===== src/rtl/core/cnlc_pkg.sv =====
`timescale 1ns / 1ps
`default_nettype none
// ----------------------------------------------------------------------------
// cnlc_pkg
// Shared types, constants and helpers for the card number Luhn classifier.
// ----------------------------------------------------------------------------
package cnlc_pkg;

  localparam int InBits        = 63;
  // 2^54 > 10^16, so every in-range value fits in 54 bits
  localparam int ValueBits     = 54;
  localparam int DigitCount    = 16;
  localparam int BcdBits       = 4 * DigitCount;
  localparam int StepsPerStage = 6;
  localparam int BcdStages     = ValueBits / StepsPerStage;
  localparam int SumBits       = 8;    // 16 * 9 = 144 at most

  localparam logic [InBits-1:0] LuhnLimit = 63'd10000000000000000;

  typedef enum logic [1:0] {
    BRAND_NONE = 2'd0,
    BRAND_AMEX = 2'd1,
    BRAND_MC   = 2'd2,
    BRAND_VISA = 2'd3
  } brand_t;

  // binary-to-BCD pipeline word
  typedef struct packed {
    logic                 valid;
    logic                 too_large;
    logic [BcdBits-1:0]   bcd;
    logic [ValueBits-1:0] bin;
  } conv_t;

  // Luhn sum stage output
  typedef struct packed {
    logic               valid;
    logic               too_large;
    logic [SumBits-1:0] sum;
    logic [3:0]         digit15;
    logic [3:0]         digit14;
    logic [3:0]         digit13;
    logic [3:0]         digit12;
  } lsum_t;

  // digit sum of 2*d for a decimal digit d
  function automatic logic [3:0] doubled_digit(input logic [3:0] d);
    logic [4:0] p;
    p = {d, 1'b0};
    if (p >= 5'd10) begin
      p = p - 5'd9;
    end
    return p[3:0];
  endfunction

endpackage
`default_nettype wire


===== src/rtl/core/cnlc_bcd_stage.sv =====
`timescale 1ns / 1ps
`default_nettype none
// ----------------------------------------------------------------------------
// cnlc_bcd_stage
// One registered slice of the shift-and-add-3 binary-to-BCD converter.
// ----------------------------------------------------------------------------
module cnlc_bcd_stage (
  input  wire logic            clk,
  input  wire logic            rst_n,
  input  cnlc_pkg::conv_t      stage_in,
  output cnlc_pkg::conv_t      stage_out
);

  cnlc_pkg::conv_t                conv_r;
  cnlc_pkg::conv_t                conv_nxt;
  logic [cnlc_pkg::BcdBits-1:0]   bcd_w;
  logic [cnlc_pkg::ValueBits-1:0] bin_w;

  always_comb begin
    bcd_w = stage_in.bcd;
    bin_w = stage_in.bin;
    for (int s = 0; s < cnlc_pkg::StepsPerStage; s++) begin
      for (int d = 0; d < cnlc_pkg::DigitCount; d++) begin
        if (bcd_w[4*d +: 4] >= 4'd5) begin
          bcd_w[4*d +: 4] = bcd_w[4*d +: 4] + 4'd3;
        end
      end
      // top digit overflow only occurs for out-of-range values
      bcd_w = {bcd_w[cnlc_pkg::BcdBits-2:0], bin_w[cnlc_pkg::ValueBits-1]};
      bin_w = {bin_w[cnlc_pkg::ValueBits-2:0], 1'b0};
    end
    conv_nxt           = stage_in;
    conv_nxt.bcd       = bcd_w;
    conv_nxt.bin       = bin_w;
  end

  always_ff @(posedge clk) begin
    if (!rst_n) begin
      conv_r.valid <= 1'b0;
    end else begin
      conv_r.valid <= conv_nxt.valid;
    end
    conv_r.too_large <= conv_nxt.too_large;
    conv_r.bcd       <= conv_nxt.bcd;
    conv_r.bin       <= conv_nxt.bin;
  end

  assign stage_out = conv_r;

endmodule
`default_nettype wire


===== src/rtl/core/cnlc_luhn_sum.sv =====
`timescale 1ns / 1ps
`default_nettype none
// ----------------------------------------------------------------------------
// cnlc_luhn_sum
// Forms the Luhn digit sum over sixteen BCD digits and keeps leading digits.
// ----------------------------------------------------------------------------
module cnlc_luhn_sum (
  input  wire logic            clk,
  input  wire logic            rst_n,
  input  cnlc_pkg::conv_t      conv_in,
  output cnlc_pkg::lsum_t      sum_out
);

  logic [3:0]                   term_w  [cnlc_pkg::DigitCount];
  logic [cnlc_pkg::SumBits-1:0] pair_w  [8];
  logic [cnlc_pkg::SumBits-1:0] quad_w  [4];
  logic [cnlc_pkg::SumBits-1:0] oct_w   [2];
  cnlc_pkg::lsum_t              lsum_r;
  cnlc_pkg::lsum_t              lsum_nxt;

  always_comb begin
    for (int d = 0; d < cnlc_pkg::DigitCount; d++) begin
      // odd positions from the right are doubled
      if (d % 2 == 1) begin
        term_w[d] = cnlc_pkg::doubled_digit(conv_in.bcd[4*d +: 4]);
      end else begin
        term_w[d] = conv_in.bcd[4*d +: 4];
      end
    end
    for (int i = 0; i < 8; i++) begin
      pair_w[i] = {4'd0, term_w[2*i]} + {4'd0, term_w[2*i+1]};
    end
    for (int i = 0; i < 4; i++) begin
      quad_w[i] = pair_w[2*i] + pair_w[2*i+1];
    end
    for (int i = 0; i < 2; i++) begin
      oct_w[i] = quad_w[2*i] + quad_w[2*i+1];
    end
    lsum_nxt.valid     = conv_in.valid;
    lsum_nxt.too_large = conv_in.too_large;
    lsum_nxt.sum       = oct_w[0] + oct_w[1];
    lsum_nxt.digit15   = conv_in.bcd[60 +: 4];
    lsum_nxt.digit14   = conv_in.bcd[56 +: 4];
    lsum_nxt.digit13   = conv_in.bcd[52 +: 4];
    lsum_nxt.digit12   = conv_in.bcd[48 +: 4];
  end

  always_ff @(posedge clk) begin
    if (!rst_n) begin
      lsum_r.valid <= 1'b0;
    end else begin
      lsum_r.valid <= lsum_nxt.valid;
    end
    lsum_r.too_large <= lsum_nxt.too_large;
    lsum_r.sum       <= lsum_nxt.sum;
    lsum_r.digit15   <= lsum_nxt.digit15;
    lsum_r.digit14   <= lsum_nxt.digit14;
    lsum_r.digit13   <= lsum_nxt.digit13;
    lsum_r.digit12   <= lsum_nxt.digit12;
  end

  assign sum_out = lsum_r;

endmodule
`default_nettype wire


===== src/rtl/core/cnlc_classify.sv =====
`timescale 1ns / 1ps
`default_nettype none
// ----------------------------------------------------------------------------
// cnlc_classify
// Mod-10 test on the Luhn sum and brand decode; drives the result register.
// ----------------------------------------------------------------------------
module cnlc_classify (
  input  wire logic            clk,
  input  wire logic            rst_n,
  input  cnlc_pkg::lsum_t      sum_in,
  output logic                 res_valid,
  output logic [1:0]           res_brand,
  output logic                 res_luhn_valid
);

  logic             mod_zero_w;
  logic             ok_w;
  cnlc_pkg::brand_t brand_w;
  logic             valid_r;
  cnlc_pkg::brand_t brand_r;
  logic             luhn_r;

  always_comb begin
    // sum is at most 144: match against the multiples of ten
    mod_zero_w = 1'b0;
    for (int k = 0; k <= 14; k++) begin
      if (sum_in.sum == cnlc_pkg::SumBits'(10 * k)) begin
        mod_zero_w = 1'b1;
      end
    end
    ok_w    = mod_zero_w && !sum_in.too_large;
    brand_w = cnlc_pkg::BRAND_NONE;
    if (ok_w) begin
      priority if (sum_in.digit15 == 4'd0 && sum_in.digit14 == 4'd3 &&
                   (sum_in.digit13 == 4'd4 || sum_in.digit13 == 4'd7)) begin
        brand_w = cnlc_pkg::BRAND_AMEX;
      end else if (sum_in.digit15 == 4'd5 && sum_in.digit14 >= 4'd1 &&
                   sum_in.digit14 <= 4'd5) begin
        brand_w = cnlc_pkg::BRAND_MC;
      end else if (sum_in.digit15 == 4'd4 ||
                   (sum_in.digit15 == 4'd0 && sum_in.digit14 == 4'd0 &&
                    sum_in.digit13 == 4'd0 && sum_in.digit12 == 4'd4)) begin
        brand_w = cnlc_pkg::BRAND_VISA;
      end else begin
        brand_w = cnlc_pkg::BRAND_NONE;
      end
    end
  end

  always_ff @(posedge clk) begin
    if (!rst_n) begin
      valid_r <= 1'b0;
    end else begin
      valid_r <= sum_in.valid;
    end
  end

  always_ff @(posedge clk) begin
    brand_r <= brand_w;
    luhn_r  <= ok_w;
  end

  assign res_valid      = valid_r;
  assign res_brand      = brand_r;
  assign res_luhn_valid = luhn_r;

endmodule
`default_nettype wire


===== src/rtl/core/card_number_luhn_classifier_core.sv =====
`timescale 1ns / 1ps
`default_nettype none
// ----------------------------------------------------------------------------
// card_number_luhn_classifier_core
// Luhn mod-10 check and brand decode of a binary card number.
// ----------------------------------------------------------------------------
// Each accepted start yields one out_valid at the end of the path below.
// Throughput: one transaction per cycle; busy is always low.
// Path: input register with range compare, nine binary-to-BCD stages of
// six shift steps each, Luhn sum stage, classify/result register.
// Reset (rst_n low, synchronous) clears all valid bits; results not yet
// delivered are dropped. The receiver cannot stall.
module card_number_luhn_classifier_core (
  input  wire logic        clk,
  input  wire logic        rst_n,
  input  wire logic        start,
  output logic             busy,
  input  wire logic [62:0] in_card_value,
  output logic             out_valid,
  output logic [1:0]       out_brand,
  output logic             out_luhn_valid
);

  cnlc_pkg::conv_t entry_r;
  cnlc_pkg::conv_t entry_nxt;
  cnlc_pkg::conv_t conv_w [cnlc_pkg::BcdStages+1];
  cnlc_pkg::lsum_t lsum_w;

  assign busy = 1'b0;

  always_comb begin
    entry_nxt.valid     = start && !busy;
    entry_nxt.too_large = (in_card_value >= cnlc_pkg::LuhnLimit);
    entry_nxt.bcd       = '0;
    entry_nxt.bin       = in_card_value[cnlc_pkg::ValueBits-1:0];
  end

  always_ff @(posedge clk) begin
    if (!rst_n) begin
      entry_r.valid <= 1'b0;
    end else begin
      entry_r.valid <= entry_nxt.valid;
    end
    entry_r.too_large <= entry_nxt.too_large;
    entry_r.bcd       <= entry_nxt.bcd;
    entry_r.bin       <= entry_nxt.bin;
  end

  assign conv_w[0] = entry_r;

  for (genvar g = 0; g < cnlc_pkg::BcdStages; g++) begin : g_bcd
    cnlc_bcd_stage u_stage (
      .clk       (clk),
      .rst_n     (rst_n),
      .stage_in  (conv_w[g]),
      .stage_out (conv_w[g+1])
    );
  end

  cnlc_luhn_sum u_sum (
    .clk     (clk),
    .rst_n   (rst_n),
    .conv_in (conv_w[cnlc_pkg::BcdStages]),
    .sum_out (lsum_w)
  );

  cnlc_classify u_classify (
    .clk            (clk),
    .rst_n          (rst_n),
    .sum_in         (lsum_w),
    .res_valid      (out_valid),
    .res_brand      (out_brand),
    .res_luhn_valid (out_luhn_valid)
  );

endmodule
`default_nettype wire

===== config.mk =====
export PLATFORM = sky130hd
export DESIGN_NAME = card_number_luhn_classifier_core
export DESIGN_NICKNAME = d
export VERILOG_FILES = /design/src/rtl/core/cnlc_pkg.sv /design/src/rtl/core/cnlc_bcd_stage.sv /design/src/rtl/core/cnlc_luhn_sum.sv /design/src/rtl/core/cnlc_classify.sv /design/src/rtl/core/card_number_luhn_classifier_core.sv
export SDC_FILE = /design/constraint.sdc
export NUM_CORES = 2
export LEC_CHECK = 0
export BUFFER_PORTS_ARGS = -buffer_cell sky130_fd_sc_hd__buf_4
export CORE_ASPECT_RATIO = 1.1
export CORE_MARGIN = 2
export CORE_UTILIZATION = 60
export CTS_BUF_LIST = sky130_fd_sc_hd__clkbuf_16
export CTS_CLUSTER_DIAMETER = 120
export DETAILED_ROUTE_END_ITERATION = 10
export HOLD_SLACK_MARGIN = 0.05
export PLACE_DENSITY = 0.91
export SLEW_MARGIN = 15
export SYNTH_ARGS = -nofsm -noshare
export SYNTH_HDL_FRONTEND = slang
export SYNTH_SLANG_ARGS = --single-unit

===== constraint.sdc =====
create_clock -name clk -period 4.94 [get_ports clk]
set_input_delay 0.247 -clock clk [delete_from_list [all_inputs] [get_ports clk]]
set_output_delay 0.247 -clock clk [all_outputs]
set_load 0.02 [all_outputs]

==> reports/qor.csv <==
stage,metric,value,unit
outcome,status,finished with violations,
outcome,violations,negative setup slack,
die,core,107000,um2
detailed_routing,drtPass1Iterations,9,
worst_hold_path,hold_path_class,in -> reg,
die,start_util,60.5,%
cts,cts_root_buf,clkbuf_16,
cts,cts_max_level,3,
layout,area.growth.synth_to_final,14.6,%
placement,placed_area,67700,um2
detailed_routing,drc_errors,0,
run,cap_violations,0,
placement,portBuffers,69,
synth,yosysWarnings,0,
synth,syn_avg_cell_area,7.82,um2
sta,layout_setup_ws,-0.0563,ns
setup_path,max_stage_delay,0.55,ns
detailed_routing,detail_route.iter0.violations,4405,
synth,synthArstFlopShare,0,%
sta,skew,0.0464,ns
synth,synth_edf_count,0,
synth,synth_area_leader_cell,dfxtp_1,
synth,yosysSeqAreaShare,20.5,%
cts,clock_path_buffers,3,
setup_path,r2r_setup_slack,-0.06,ns
detailed_routing,vias_per_cell,6.25,
setup_path,worst-path-buf-inv,2,
setup_path,cp-end-kind,register,
setup_path,path_depth,20,
setup_path,start_kind,register,
setup_path,crit_top_cell,fa_1,
grt,antenna_found_initial,0,
cts,clk_pin_slew,0.06,ns
sta,maxSlewHeadroom,37.9,%
sta,tns,-0.112,ns
worst_hold_path,hold_depth,2,
grt,grt_pass1_wl,241000,um
grt,grt_pass1_vias,57300,
synth,synth_top_cell_area_share,20.5,%
grt,grt_max_degree,25,
detailed_routing,routedWlPerCell,15.3,um
setup_path,path_cells,"inv_4, ha_4, nand2b_4, a21oi_4, xnor2_1, ha_1, a21o_1, a21oi_2, xor2_2, fa_1, fa_1, inv_1, fa_1, fa_1, ha_1, a21o_1, a21oi_2, nor2b_1, o21ai_1, nand2b_1",
die,core.rowCount,126,
placement,gp_congestion,0.848,
setup_path,crit_type,reg -> reg,
sta,min_period,5.00,ns
layout,diodes,0,
die,die-area,111000,um2
detailed_routing,vias,62900,
sta,rsz0062_at_grt,true,
detailed_routing,antenna_left,0,
detailed_routing,postRouteWirelength,154000,um
synth,synth_ff_type,dfxtp_1,
sta,fin_crit_sh,101,%
setup_path,r2r_cells,20,
synth,synth_area_leaders,"dfxtp_1 20%, ha_1 8.9%, a21oi_1 5.6%",
setup_path,crit_required,5.50,ns
die,pin_count,71,
synth,syn_nets,8864,
synth,synth.most_common_cell,a21oi_1,
die,die_w,318,um
cts,cts_buffers,73,
layout,nets,9170,
setup_path,cp-startpoint,g_bcd[8].u_stage.stage_out[99],
setup_path,reg2reg_from,g_bcd[8].u_stage.stage_out[99],
cts,clock_sinks,664,
placement,pre_cts_ws,-0.279,ns
placement,dp_hpwl,99200,um
sta,worst_pin_slew,0.932,ns
synth,synth_area,64900,um2
grt,gr-usage-all-layers,23.8,%
sta,finalSetupViolCount,2,
layout,final.fill_count,7249,
sta,fmax,200,MHz
cts,insertion_delay,0.67,ns
sta,drv_slew,0,
setup_path,critPathTopFamily,adder cells,
grt,grt_remaining_overflow,0,
setup_path,arrival,5.55,ns
setup_path,rr_endpoint,u_sum.sum_out[23],
layout,register_area,13300,um2
sta,finalHoldViolations,0,
layout,design_area,74400,um2
die,die_h,349,um
layout,multi_input_area,51300,um2
setup_path,crit_slowest_cell,fa_1,
synth,ys_types,151,
layout,drive_gt1_share,18.4,%
synth,synthTopCellsByCount,"722 x a21oi_1, 718 x nor2_1, 664 x dfxtp_1, 625 x inv_1, 559 x o21ai_0",
synth,ys_ff_latch,664,
cts,cts_tree,done,
synth,syn-instance-count,8299,
setup_path,cp_max_fo,2,
setup_path,crit_end,u_sum.sum_out[23],
==> metrics by stage <==
step	util [%]	instances	hold WS, ns
5_1_grt	69.3	10100	0.219
6_report	69.3	10100	0.221
4_1_cts	66.1	9974	0.198
3_3_place_gp	63.0	9777	0.310
3_5_place_dp	63.0	9777	0.312
2_1_floorplan	-	8299	0.275
==> layout make-up <==
type / count / area share (%)
clock inverter: 60 / 0.912
timing repair buffer: 374 / 4.01
sequential: 664 / 17.9
tap: 1408 / 2.37
inverter: 661 / 3.34
multi-input combinational: 6831 / 69.0
clock buffer: 73 / 2.46
==> registers in the layout, indices dropped and copies added (netlist names) <==
register	flops
g_bcd.u_stage.stage_out	578
u_classify.res_luhn_valid	1
conv_w	56
u_sum.sum_out	26
u_classify.res_valid	1
u_classify.res_brand	2
==> how the worst min path moves through the flow <==
stage | from | to | slack, ns
after CTS | in_card_value[14] | conv_w[1094] | 0.20
after global routing | in_card_value[10] | conv_w[1090] | 0.22
after floorplan | in_card_value[0] | conv_w[1080] | 0.27
final | in_card_value[43] | conv_w[1123] | 0.22
after global placement | g_bcd[3].u_stage.stage_out[40] | g_bcd[4].u_stage.stage_out[46] | 0.31
after detailed placement | conv_w[1100] | g_bcd[0].u_stage.stage_out[26] | 0.31
==> placed cells by master, fill, tap and decap left out, types with 121 or more instances in the layout <==
master      n
mux2_2    139
a21o_1    131
o21ai_1   225
a21oi_1   663
xnor2_1   215
a31oi_1   121
nor2_1    712
mux2i_1   203
nor2b_1   124
inv_1     598
nand2b_1  190
ha_1      430
dfxtp_1   637
nand3_1   131
nor3_1    156
o21ai_0   525
buf_4     307
nand2_1   553
==> logic make-up (layout without fill, tap and decap cells) <==
kind of cell | Yosys count | after routing | share of synthesized area (%)
compound gates | 3072 | 3072 | 32.4
simple gates | 2390 | 2390 | 18.2
buf+inv | 804 | 1168 | 4.76
flops | 664 | 664 | 20.5
fa+ha+maj | 511 | 511 | 10.2
xor+xnor | 463 | 463 | 7.45
mux | 394 | 394 | 6.55
other cells | 1 | 1 | 0.00578
==> what timing repair did <==
item | CTS | global route
endpoints found under the setup margin | 21 | 280
pin swaps | 21 | 128
hold buffers | 60 | 0
hold endpoints to repair | 67 | 0
resized for setup | 28 | 573
setup buffers | 4 | 97
==> per-layer routing <==
metal,GRT usage (%),wire length (um),vias to the layer above
met4,7.06,4160,0
met3,2.48,5980,435
met5,0,0,-
li1,-,-,31000
met2,46.7,81300,1854
met1,26.8,62400,29600
Power is left out: the tool's default activity adds up to more than one toggle a clock period on the data nets, which glitch-free logic cannot reach.
